--- src/rtl/core/sdtq_pkg.sv ---
// Package for the sorted deadline timer queue: sizes, entry type, status codes.
// Used by sdtq_store and sorted_deadline_timer_queue.
`timescale 1ns / 1ps
package sdtq_pkg;
   localparam int QUEUE_DEPTH = 16;
   localparam int MAX_RESULTS = 16;
   localparam int IDX_W = $clog2(QUEUE_DEPTH);
   localparam int CNT_W = $clog2(QUEUE_DEPTH + 1);

   typedef enum logic [1:0] {
      MODE_INSERT = 2'd0,
      MODE_EXPIRE = 2'd1,
      MODE_FIND   = 2'd2,
      MODE_DELETE = 2'd3
   } mode_type;

   localparam logic [2:0] ST_ENTRY    = 3'd0;
   localparam logic [2:0] ST_NONE     = 3'd1;
   localparam logic [2:0] ST_INSERTED = 3'd2;
   localparam logic [2:0] ST_FULL     = 3'd3;
   localparam logic [2:0] ST_DELETED  = 3'd4;

   typedef struct packed {
      logic [31:0] id;
      logic [31:0] src;
      logic [31:0] dst;
      logic [7:0]  kind;
      logic [7:0]  retries;
      logic [31:0] deadline;
   } entry_type;

   // Memory commands from the sequencer.
   typedef struct packed {
      logic             rd_en;
      logic [IDX_W-1:0] rd_addr;
      logic             wr_en;
      logic [IDX_W-1:0] wr_addr;
   } mem_cmd_type;

   // True when deadline a lies strictly after deadline b, modulo 2^32.
   function automatic logic later_than(input logic [31:0] a, input logic [31:0] b);
      logic [31:0] d;
      d = b - a;
      return d[31];
   endfunction
endpackage

--- src/rtl/core/sdtq_store.sv ---
// Entry memory of the timer queue: one write port, one registered read port.
// Depends on sdtq_pkg.
`timescale 1ns / 1ps
module sdtq_store
   import sdtq_pkg::*;
(
   input  logic        clock,
   input  mem_cmd_type cmd,
   input  entry_type   wr_data,
   output entry_type   rd_data
);
   entry_type mem [QUEUE_DEPTH];
   entry_type rd_ff;

   always_ff @(posedge clock) begin
      if (cmd.wr_en) begin
         mem[cmd.wr_addr] <= wr_data;
      end
      if (cmd.rd_en) begin
         rd_ff <= mem[cmd.rd_addr];
      end
   end

   assign rd_data = rd_ff;
endmodule

--- src/rtl/core/sorted_deadline_timer_queue.sv ---
// Sorted deadline timer queue top level: request decode, sequencer, result register.
// Depends on sdtq_pkg and sdtq_store.
`timescale 1ns / 1ps
// One request is worked on at a time. A slot is read and written through one memory port
// pair. Insert and find scan the slots from the head, and a delete also moves the later
// slots down once per removed entry. Expire pops due entries one at a time, and a held
// result stalls it.
// Reset clears the fill count and the sequencer; entry storage is left unwritten.
module sorted_deadline_timer_queue
   import sdtq_pkg::*;
(
   input  logic         clock,
   input  logic         reset,
   input  logic         req_tvalid,
   output logic         req_tready,
   // mode[1:0], key_id[33:2], src_addr[65:34], dst_addr[97:66], task_kind[105:98],
   // retry_count[113:106], delay_ms[144:114], now_ms[176:145], zero fill to 184
   input  logic [183:0] req_tdata,
   output logic         rsp_tvalid,
   input  logic         rsp_tready,
   // status[2:0], out_id[34:3], out_src[66:35], out_dst[98:67], out_kind[106:99],
   // out_retries[114:107], out_deadline[146:115], removed_count[151:147]
   output logic [151:0] rsp_tdata,
   output logic         rsp_tlast
);
   typedef enum logic [2:0] {
      S_IDLE, S_READ, S_EVAL, S_SHIFT_RD, S_SHIFT_WR, S_PUT, S_OUT
   } state_type;

   state_type        state_ff, state_in;
   mode_type         mode_ff, mode_in;
   entry_type        req_ff, req_in;       // captured request, deadline precomputed
   logic [31:0]      now_ff, now_in;
   logic [CNT_W-1:0] fill_ff, fill_in;
   logic [CNT_W-1:0] idx_ff, idx_in;       // scan index
   logic [CNT_W-1:0] ptr_ff, ptr_in;       // shift pointer
   logic [CNT_W-1:0] pos_ff, pos_in;       // insert position / removal slot
   logic [4:0]       cnt_ff, cnt_in;       // removed or popped count
   logic             pop_ff, pop_in;       // expire holds a popped entry in rd_ff
   logic             rv_ff, rv_in;
   logic             rl_ff, rl_in;
   logic [151:0]     rd_ff, rd_in;
   logic             back_ff, back_in;     // return state after output taken
   mem_cmd_type      cmd;
   entry_type        wdata, rdata;

   sdtq_store u_store (.clock(clock), .cmd(cmd), .wr_data(wdata), .rd_data(rdata));

   function automatic logic [151:0] pack_rsp(input logic [2:0] st, input entry_type e,
                                             input logic [4:0] rc);
      return {rc, e.deadline, e.retries, e.kind, e.dst, e.src, e.id, st};
   endfunction

   wire rsp_free = !rv_ff || rsp_tready;
   wire match = (rdata.id == req_ff.id) && (rdata.kind == req_ff.kind);

   assign req_tready = (state_ff == S_IDLE) && rsp_free;
   assign rsp_tvalid = rv_ff;
   assign rsp_tdata  = rd_ff;
   assign rsp_tlast  = rl_ff;

   always_comb begin
      state_in = state_ff; mode_in = mode_ff; req_in = req_ff; now_in = now_ff;
      fill_in = fill_ff; idx_in = idx_ff; ptr_in = ptr_ff; pos_in = pos_ff;
      cnt_in = cnt_ff; pop_in = pop_ff; back_in = back_ff;
      rv_in = rv_ff && !rsp_tready; rl_in = rl_ff; rd_in = rd_ff;
      cmd = '0; wdata = req_ff;
      case (state_ff)
         S_IDLE: begin
            if (req_tvalid && req_tready) begin
               mode_in = mode_type'(req_tdata[1:0]);
               req_in.id = req_tdata[33:2];
               req_in.src = req_tdata[65:34];
               req_in.dst = req_tdata[97:66];
               req_in.kind = req_tdata[105:98];
               req_in.retries = req_tdata[113:106];
               req_in.deadline = req_tdata[176:145] + {1'b0, req_tdata[144:114]};
               now_in = req_tdata[176:145];
               idx_in = '0; cnt_in = '0; pop_in = 1'b0;
               state_in = S_READ;
            end
         end
         S_READ: begin
            // Start of a scan step: decide end conditions, else read slot idx.
            // While an earlier expire result still waits on the output, the scan
            // holds so that the result register is not overwritten.
            if (rv_ff) begin
               state_in = S_READ;
            end else if (mode_ff == MODE_INSERT && fill_ff >= CNT_W'(QUEUE_DEPTH)) begin
               rd_in = pack_rsp(ST_FULL, '0, '0); rl_in = 1'b1;
               state_in = S_OUT; back_in = 1'b0;
            end else if (idx_ff >= fill_ff ||
                         (mode_ff == MODE_EXPIRE && cnt_ff == 5'(MAX_RESULTS))) begin
               if (mode_ff == MODE_INSERT) begin
                  pos_in = idx_ff; ptr_in = fill_ff; state_in = S_SHIFT_RD;
               end else begin
                  rl_in = 1'b1; back_in = 1'b0; state_in = S_OUT;
                  // An expire that popped an entry sends that held entry as the last.
                  if (mode_ff == MODE_DELETE) rd_in = pack_rsp(ST_DELETED, '0, cnt_ff);
                  else if (!pop_ff) rd_in = pack_rsp(ST_NONE, '0, '0);
               end
            end else begin
               cmd.rd_en = 1'b1; cmd.rd_addr = idx_ff[IDX_W-1:0];
               state_in = S_EVAL;
            end
         end
         S_EVAL: begin
            case (mode_ff)
               MODE_INSERT: begin
                  if (later_than(req_ff.deadline, rdata.deadline)) begin
                     idx_in = idx_ff + 1'b1; state_in = S_READ;
                  end else begin
                     pos_in = idx_ff; ptr_in = fill_ff; state_in = S_SHIFT_RD;
                  end
               end
               MODE_EXPIRE: begin
                  if (!later_than(rdata.deadline, now_ff)) begin
                     if (pop_ff) begin
                        // Another entry is due, so the held one is not the last.
                        rl_in = 1'b0; back_in = 1'b1; state_in = S_OUT;
                     end else begin
                        // Pop head; hold result until we know whether more follow.
                        rd_in = pack_rsp(ST_ENTRY, rdata, '0);
                        cnt_in = cnt_ff + 1'b1; pop_in = 1'b1;
                        pos_in = '0; ptr_in = '0; state_in = S_SHIFT_RD;
                     end
                  end else if (pop_ff) begin
                     rl_in = 1'b1; back_in = 1'b0; state_in = S_OUT;
                  end else begin
                     rd_in = pack_rsp(ST_NONE, '0, '0); rl_in = 1'b1;
                     back_in = 1'b0; state_in = S_OUT;
                  end
               end
               MODE_FIND: begin
                  if (match) begin
                     rd_in = pack_rsp(ST_ENTRY, rdata, '0); rl_in = 1'b1;
                     back_in = 1'b0; state_in = S_OUT;
                  end else begin
                     idx_in = idx_ff + 1'b1; state_in = S_READ;
                  end
               end
               default: begin
                  if (match) begin
                     cnt_in = cnt_ff + 1'b1;
                     pos_in = idx_ff; ptr_in = idx_ff; state_in = S_SHIFT_RD;
                  end else begin
                     idx_in = idx_ff + 1'b1; state_in = S_READ;
                  end
               end
            endcase
         end
         S_SHIFT_RD: begin
            if (mode_ff == MODE_INSERT) begin
               // Move slots up from the tail down to pos.
               if (ptr_ff == pos_ff) begin
                  state_in = S_PUT;
               end else begin
                  cmd.rd_en = 1'b1; cmd.rd_addr = IDX_W'(ptr_ff - 1'b1);
                  state_in = S_SHIFT_WR;
               end
            end else begin
               // Close the gap at pos by moving slots down.
               if (ptr_ff + 1'b1 >= fill_ff) begin
                  fill_in = fill_ff - 1'b1;
                  // Delete rescans the slot that moved in; expire looks at the new head.
                  state_in = S_READ;
               end else begin
                  cmd.rd_en = 1'b1; cmd.rd_addr = IDX_W'(ptr_ff + 1'b1);
                  state_in = S_SHIFT_WR;
               end
            end
         end
         S_SHIFT_WR: begin
            cmd.wr_en = 1'b1; wdata = rdata;
            cmd.wr_addr = ptr_ff[IDX_W-1:0];
            if (mode_ff == MODE_INSERT) ptr_in = ptr_ff - 1'b1;
            else ptr_in = ptr_ff + 1'b1;
            state_in = S_SHIFT_RD;
         end
         S_PUT: begin
            cmd.wr_en = 1'b1; cmd.wr_addr = pos_ff[IDX_W-1:0]; wdata = req_ff;
            fill_in = fill_ff + 1'b1;
            rd_in = pack_rsp(ST_INSERTED, '0, '0); rl_in = 1'b1;
            back_in = 1'b0; state_in = S_OUT;
         end
         S_OUT: begin
            if (rsp_free) begin
               rv_in = 1'b1;
               if (back_ff && !rl_ff) begin
                  idx_in = '0; pop_in = 1'b0; state_in = S_READ;
               end else begin
                  state_in = S_IDLE;
               end
            end
         end
         default: state_in = S_IDLE;
      endcase
   end

   always_ff @(posedge clock) begin
      if (reset) begin
         state_ff <= S_IDLE; fill_ff <= '0; rv_ff <= 1'b0; rl_ff <= 1'b0;
         mode_ff <= MODE_INSERT; back_ff <= 1'b0; cnt_ff <= '0;
      end else begin
         state_ff <= state_in; fill_ff <= fill_in; rv_ff <= rv_in; rl_ff <= rl_in;
         mode_ff <= mode_in; back_ff <= back_in; cnt_ff <= cnt_in;
      end
      req_ff <= req_in; now_ff <= now_in; idx_ff <= idx_in; ptr_ff <= ptr_in;
      pos_ff <= pos_in; pop_ff <= pop_in; rd_ff <= rd_in;
   end

   // A request is never taken while a result is still being built.
   a_ready_idle: assert property (@(posedge clock) disable iff (reset)
      req_tready |-> state_ff == S_IDLE) else $error("ready outside idle");
   // The fill count never exceeds the depth.
   a_fill: assert property (@(posedge clock) disable iff (reset)
      fill_ff <= CNT_W'(QUEUE_DEPTH)) else $error("fill overflow");
   // A last result closes the request before the next one is taken.
   a_last_idle: assert property (@(posedge clock) disable iff (reset)
      (rsp_tvalid && rsp_tlast && state_ff == S_OUT) |-> !req_tready)
      else $error("last overlap");
endmodule
--- config.mk ---
export PLATFORM = sky130hd
export DESIGN_NAME = sorted_deadline_timer_queue
export DESIGN_NICKNAME = d
export VERILOG_FILES = /design/src/rtl/core/sdtq_pkg.sv /design/src/rtl/core/sdtq_store.sv /design/src/rtl/core/sorted_deadline_timer_queue.sv
export SDC_FILE = /design/constraint.sdc
export NUM_CORES = 2
export LEC_CHECK = 0
export ABC_AREA = 0
export BUFFER_PORTS_ARGS = -buffer_cell sky130_fd_sc_hd__buf_4
export CORE_MARGIN = 2
export CORE_UTILIZATION = 45
export DETAILED_ROUTE_END_ITERATION = 7
export GPL_TIMING_DRIVEN = 0
export HOLD_SLACK_MARGIN = 0.15
export SYNTH_ARGS = -nofsm -noshare
export SYNTH_HDL_FRONTEND = slang
export SYNTH_SLANG_ARGS = --single-unit
--- constraint.sdc ---
create_clock -name clock -period 23.6 [get_ports clock]
set_input_delay 1.18 -clock clock [delete_from_list [all_inputs] [get_ports clock]]
set_output_delay 1.18 -clock clock [all_outputs]
set_load 0.005 [all_outputs]
# Yosys cells after proc, flatten, opt, wreduce, memory -nomap -nowiden

Memories as Yosys holds them, arrays and structs flattened. A register that Yosys moved wholly into a read port is not among the register bits.
Cells that the tools add are included.

Flip-flop bits (word level): 362
RAM bits: 2304
Word-level logic and storage cells: 201
Memories: 1

Memory list:

| memory      | depth | width | rd ports | clocked after memory_dff | write ports | line             | RTL |
|---|---|---|---|---|---|---|---|
| u_store.mem | 16    | 144   | 1        | 1                        | 1           | sdtq_store.sv:12 | `entry_type mem [QUEUE_DEPTH];` |

Add/subtract/negate cells: 9
Magnitude comparators: 3
Equality and inequality tests: 40
Mux-type cells: 98
Reductions and logical operators: 31

Operator list:

| operator            | number |
|---|---|
| $mux 152            | 9 |
| $pmux 152 s3        | 1 |
| $pmux 152 s2        | 1 |
| $mux 5              | 30 |
| $mux 144            | 1 |
| $pmux 5 s2          | 7 |
| $sub 32x32->32      | 2 |
| $pmux 5 s3          | 4 |
| $mux 3              | 11 |
| $add 32x31->32      | 1 |
| $eq 32x32->1        | 1 |
| $ne 3x3->1 const B  | 10 |
| $ne 2x2->1 const B  | 13 |
| $mux 1              | 25 |
| $pmux 3 s7          | 1 |
| $reduce_and 7->1    | 3 |
| $add 5x1->5 const B | 4 |
| $reduce_and 10->1   | 2 |
| $ne 4x4->1 const B  | 3 |
| $reduce_and 6->1    | 2 |
| $ge 5x5->1          | 2 |
| $sub 5x1->5 const B | 2 |
| $eq 3x3->1 const B  | 3 |
| $pmux 1 s3          | 3 |
| 22 further kinds    | 40 |

# Depth between registers and ports, before layout

Depth after elaboration: 7
Mapped depth: 17
Depth with buffers taken out: 13

# Cells and area by module

From an unflattened synthesis, not the netlist that was laid out.

Cells, all modules: 5593
Area, all modules: 110390.9 um^2

Modules (own cells, without submodules):

| module                      | instances | cells an instance | area an instance (um^2) | sequential area each (um^2) |
|---|---|---|---|---|
| sdtq_store                  | 1         | 3793              | 90936.0                 | 73510.5 |
| sorted_deadline_timer_queue | 1         | 1800              | 19454.9                 | 10690.3 |

# Worst setup path after synthesis

OpenSTA, ideal clock, no wires.

Kind: reg-to-reg
Start: register state_ff[0]
End: memory u_store.mem[12][0] (netlist name), enable pin
Setup time: 0.824 ns
Arrival: 10.988 ns
Data required time: 22.776 ns
Path slack: 11.789 ns
Cell stages (with the launch flop): 5
Path buffers: 2
Period minus slack after synthesis: 11.811 ns
Cell sequence: dfxtp_1 > clkbuf_1 > clkbuf_1 > a211oi_1 > nor3_1

Word-level cells in the longest chain between the ends: 4

Ends and longest elaborated chain:

| element                      | line                               | RTL |
|---|---|---|
| start, declared              | sorted_deadline_timer_queue.sv:30  | `state_type state_ff, state_in;` |
| start signal, assigned       | sorted_deadline_timer_queue.sv:205 | `state_ff <= state_in; fill_ff <= fill_in; rv_ff <= rv_in; rl_ff <= rl_in;` |
| $eq 3x3->1                   | sorted_deadline_timer_queue.sv:68  | `case (state_ff)` |
| $pmux 5 s2 (*)               | sorted_deadline_timer_queue.sv:68  |  |
| $mux 1                       | sdtq_store.sv:16                   | `if (cmd.wr_en) begin` |
| $mux 1 (not written as such) | sdtq_store.sv:17                   | `mem[cmd.wr_addr] <= wr_data;` |
| end, declared                | sdtq_store.sv:12                   |  |

Mark *: on every way between the ends. The rest lies on a longest branch, timed or not.

# Worst setup path in the final report

Start: register ptr_ff[0]
End: register u_store.rd_data[10] (netlist name)

Word-level cells in the longest chain between the ends: 5

Ends and longest elaborated chain:

| element                | line                               | RTL |
|---|---|---|
| start, declared        | sorted_deadline_timer_queue.sv:36  | `logic [CNT_W-1:0] ptr_ff, ptr_in;` |
| start signal, assigned | sorted_deadline_timer_queue.sv:208 | `req_ff <= req_in; now_ff <= now_in; idx_ff <= idx_in; ptr_ff <= ptr_in;` |
| $add 5x1->5            | sorted_deadline_timer_queue.sv:163 | `if (ptr_ff + 1'b1 >= fill_ff) begin` |
| $ge 5x5->1             | sorted_deadline_timer_queue.sv:163 |  |
| $mux 5                 | sorted_deadline_timer_queue.sv:163 |  |
| $mux 5 (*)             | sorted_deadline_timer_queue.sv:153 | `if (mode_ff == MODE_INSERT) begin` |
| $pmux 5 s2 (*)         | sorted_deadline_timer_queue.sv:68  |  |

Marked as above.
A chain may end at the register's enable or synchronous reset.

==> results.md <==
* Status: complete, but fails checks
* Failing checks: max-capacitance violations, max-slew violations
* Max IR drop VDD at 0.0000933 V
* Nets at 9,266
* Grt ovf at 0
* Compound-Gate Fraction of Synth Area at 0.0673
* Clock latency at the later pin of the worst-skew pair at 0.97 ns
* Port-buffer cells at 335
* Finished Layout Cells at 12,500
* RSZ-0062 raised after global routing: false
* Clk pwr share at 0.283
* Setup_tns at 0 ns
* Net Sw Power at 0.00595 W
* Worst Path Arrival at 6.55 ns
* # rows at 183
* DRC Markers at 0
* Synth Area in Adders at 0.0129
* Number of global-route vias before repair at 72,300
* Cells after synthesis at 8,133
* Max clock buf depth at 4
* Fraction of layout cells with a size suffix above 1 at 0.135
* Leakage power at 46.7 nW
* Power Total at 0.0164 W
* Root buffer cell: clkbuf_16
* Layout Skew at 0.0610 ns
* Endpoints failing setup at 0
* Postcts setup bufs at 0
* Post-synth net total at 8,436
* Number of vias per cell at 6.05
* Die height at 504 um
* Switching Fraction at 0.362
* CTS Hold Bufs at 0
* Start point of the critical path: ptr_ff[0]
* Tmin final at 6.01 ns
* Pwr dens at 124 mW/mm^2
* Full die area at 0.254 mm^2
* Mapped Area at 0.112 mm^2
* Area grow syn2layout at 17.5%
* Main combinational cell family by area after synthesis: simple AND/OR/NAND/NOR gates
* Initial antenna violation count at 29
* Post-synth EDFFs at 2,792
* Worst-Margin Slew at 1.59 ns
* Synthesis-stage register bit count at 2,810
* Final period utilization at 0.255
* Initial DRC Count at 11,400
* Core area at 0.248 mm^2
* Number of max-cap violations at 1
* Worst setup path category: flop to flop
* Synth Area per Inst at 13.8 um^2
* Comb pwr share at 0.296
* Hold crit path type: input pin to flop
* Worst R2R Setup Slack at 17.59 ns
* Netlist cell types at 91
* Max_slew headroom at -0.0587
* Area share of xor/xnor cells in the synthesized design at 0.00708
* Count leader, synth: edfxtp_1
* DR WL/cell at 31.7 um
* Drt first pass iters at 6
* Register area share after synthesis at 0.749
* Clock tree from TritonCTS: done
* Hold Path Origin: req_tdata[45]
* Gr usage total at 0.304
* Worst r2r src: ptr_ff[0]
* Final worst slack at 17.59 ns
* Setup crit start kind: flop
* Routed Antenna Nets at 0
* Initial Utilization at 0.453
* PostCTS Resize Cnt at 0
* CP endpoint kind: flop
* Final hold vios at 0
* CP required at 24.14 ns
* Share of the synthesized area in the top cell type at 0.746
* Placed insts at 12,000
* CTS clock-pin slew for the worst setup and hold paths at 0.06 ns
* Post-synth top cells: 2,792 x edfxtp_1, 2,210 x nand2_1, 614 x nand3_1
* GP Congestion at 0.893
* Max Freq at 166 MHz
* CTS H-tree depth at 5
* Max-slew violation count at 11
* Async set or reset register ratio after synthesis at 0
* Total wire length at 397,000 um
* Max FO, Critical Path at 10
* Multiplexer area fraction after synthesis at 0.0208
* Sequential share of power at 0.421
* Ys flop type: edfxtp_1
* Yosys top cell by area: edfxtp_1
* CTS buffer count at 311
* Routed vias at 75,800
* Dpl ws at 17.77 ns
* YS warnings at 0
* Final HPWL DP at 269,000 um
* Top cells by area, synth: edfxtp_1 75%, nand2_1 7.4%, nand3_1 2.7%, mux2i_1 2.1%, a21oi_1 1.7%
* Simple-Gate Fraction of Synth Area at 0.120
* Internal at 0.0105 W
* DIE WIDTH at 504 um
* CTS sink cnt at 2,810
* Largest net degree at the start of global routing at 95
* First-pass GRT wire length at 547,000 um
* Top Ports at 343
## metrics by stage
stage	util	instance area, um^2	hold slack (ns)
after floorplan	-	112000	0.452
after global placement	0.479	119000	0.463
after detailed placement	0.493	123000	0.485
after CTS	0.532	132000	0.338
after global routing	0.532	132000	0.358
final	0.532	132000	0.382
## critical path: stages (launching register included)
cell and delay [ns]:
edfxtp_1 0.44, buf_6 0.17, inv_1 0.18, ha_1 0.31, ha_1 0.29, nand2_1 0.06
o21ai_1 0.13, a311oi_4 0.58, and2_1 0.23, buf_6 0.13, a22oi_2 0.15, buf_2 0.26
nor2_1 0.91, clkbuf_1 0.98, a32oi_1 0.21, nand4_1 0.16, nand3_1 0.36
## metal layers
metal	vias to the layer above	routed length [um]	GRT usage
met2	4828	180000	0.471
li1	32000	-	-
met5	-	70	0
met3	985	45200	0.0699
met4	12	24800	0.166
met1	37900	147000	0.399
## kinds of logic after synthesis
group,after synthesis
fa+ha+maj,115
flops,2810
mux,233
buf+inv,570
compound gates,1120
simple gates,3195
xor+xnor,90
## cell type report
| cell class | instances | area [um^2] |
|---|---|---|
| inverters | 93 | 357 |
| multi-input cells | 4753 | 25900 |
| clock buffers | 364 | 8020 |
| plain buffers | 477 | 2220 |
| repair buffers | 517 | 5750 |
| fillers | 20400 | 116000 |
| flip-flops and latches | 2810 | 84200 |
| diodes | 13 | 32.5 |
| well taps | 3330 | 4170 |
| clock inverters | 169 | 1490 |
## placed cells by master, fill, tap and decap left out, types with 18 or more instances in the layout
| cell type | n |
|---|---|
| xor2_1 | 18 |
| a22o_1 | 161 |
| a21o_1 | 22 |
| clkinv_2 | 49 |
| a21oi_1 | 382 |
| mux2i_1 | 232 |
| and3_1 | 40 |
| buf_4 | 364 |
| edfxtp_1 | 2792 |
| a32oi_1 | 179 |
| nand3_1 | 614 |
| clkbuf_2 | 19 |
| nand4_1 | 85 |
| clkinv_1 | 66 |
| clkbuf_1 | 227 |
| o21ai_1 | 75 |
| nor3_1 | 21 |
| nand2_1 | 2210 |
| ha_1 | 113 |
| clkbuf_16 | 313 |
| nor2_1 | 72 |
| buf_12 | 97 |
| buf_16 | 22 |
| buf_2 | 203 |
| inv_1 | 91 |
| bufinv_16 | 24 |
| a31oi_1 | 56 |
| xnor2_1 | 71 |
| buf_6 | 60 |
| buf_1 | 49 |
| nor4_1 | 68 |
| o21ai_0 | 84 |
| dfxtp_1 | 18 |
## path summary, 6_finish.rpt
check                                            to  cells after the start
worst max register to register  u_store.rd_data[10]                     16
worst max-delay path            u_store.rd_data[10]                     16
worst min-delay path                     req_ff[91]                      1
worst min register to register              back_ff                      2
## sequential cells by signal, summed over array words and instances (netlist names)
name and flops:
u_store.mem 2304, rsp_tdata 152, req_ff 144, u_store.rd_data 144, now_ff 32, cnt_ff 5, fill_ff 5, idx_ff 5
pos_ff 5, ptr_ff 5, state_ff 3, mode_ff 2, back_ff 1, pop_ff 1, rsp_tlast 1, rsp_tvalid 1
## power by group through the flow
| stage | registers, W | clock network (W) | logic (W) |
|---|---|---|---|
| after CTS | 0.00690 | 0.00468 | 0.00475 |
| after global placement | 0.00725 | 0 | 0.00448 |
| final | 0.00691 | 0.00466 | 0.00486 |
| after floorplan | 0.00690 | 0 | 0.00244 |
| after detailed placement | 0.00700 | 0 | 0.00472 |
| after global routing | 0.00693 | 0.00487 | 0.00509 |
No activity file was read; power rests on OpenSTA's default activity.
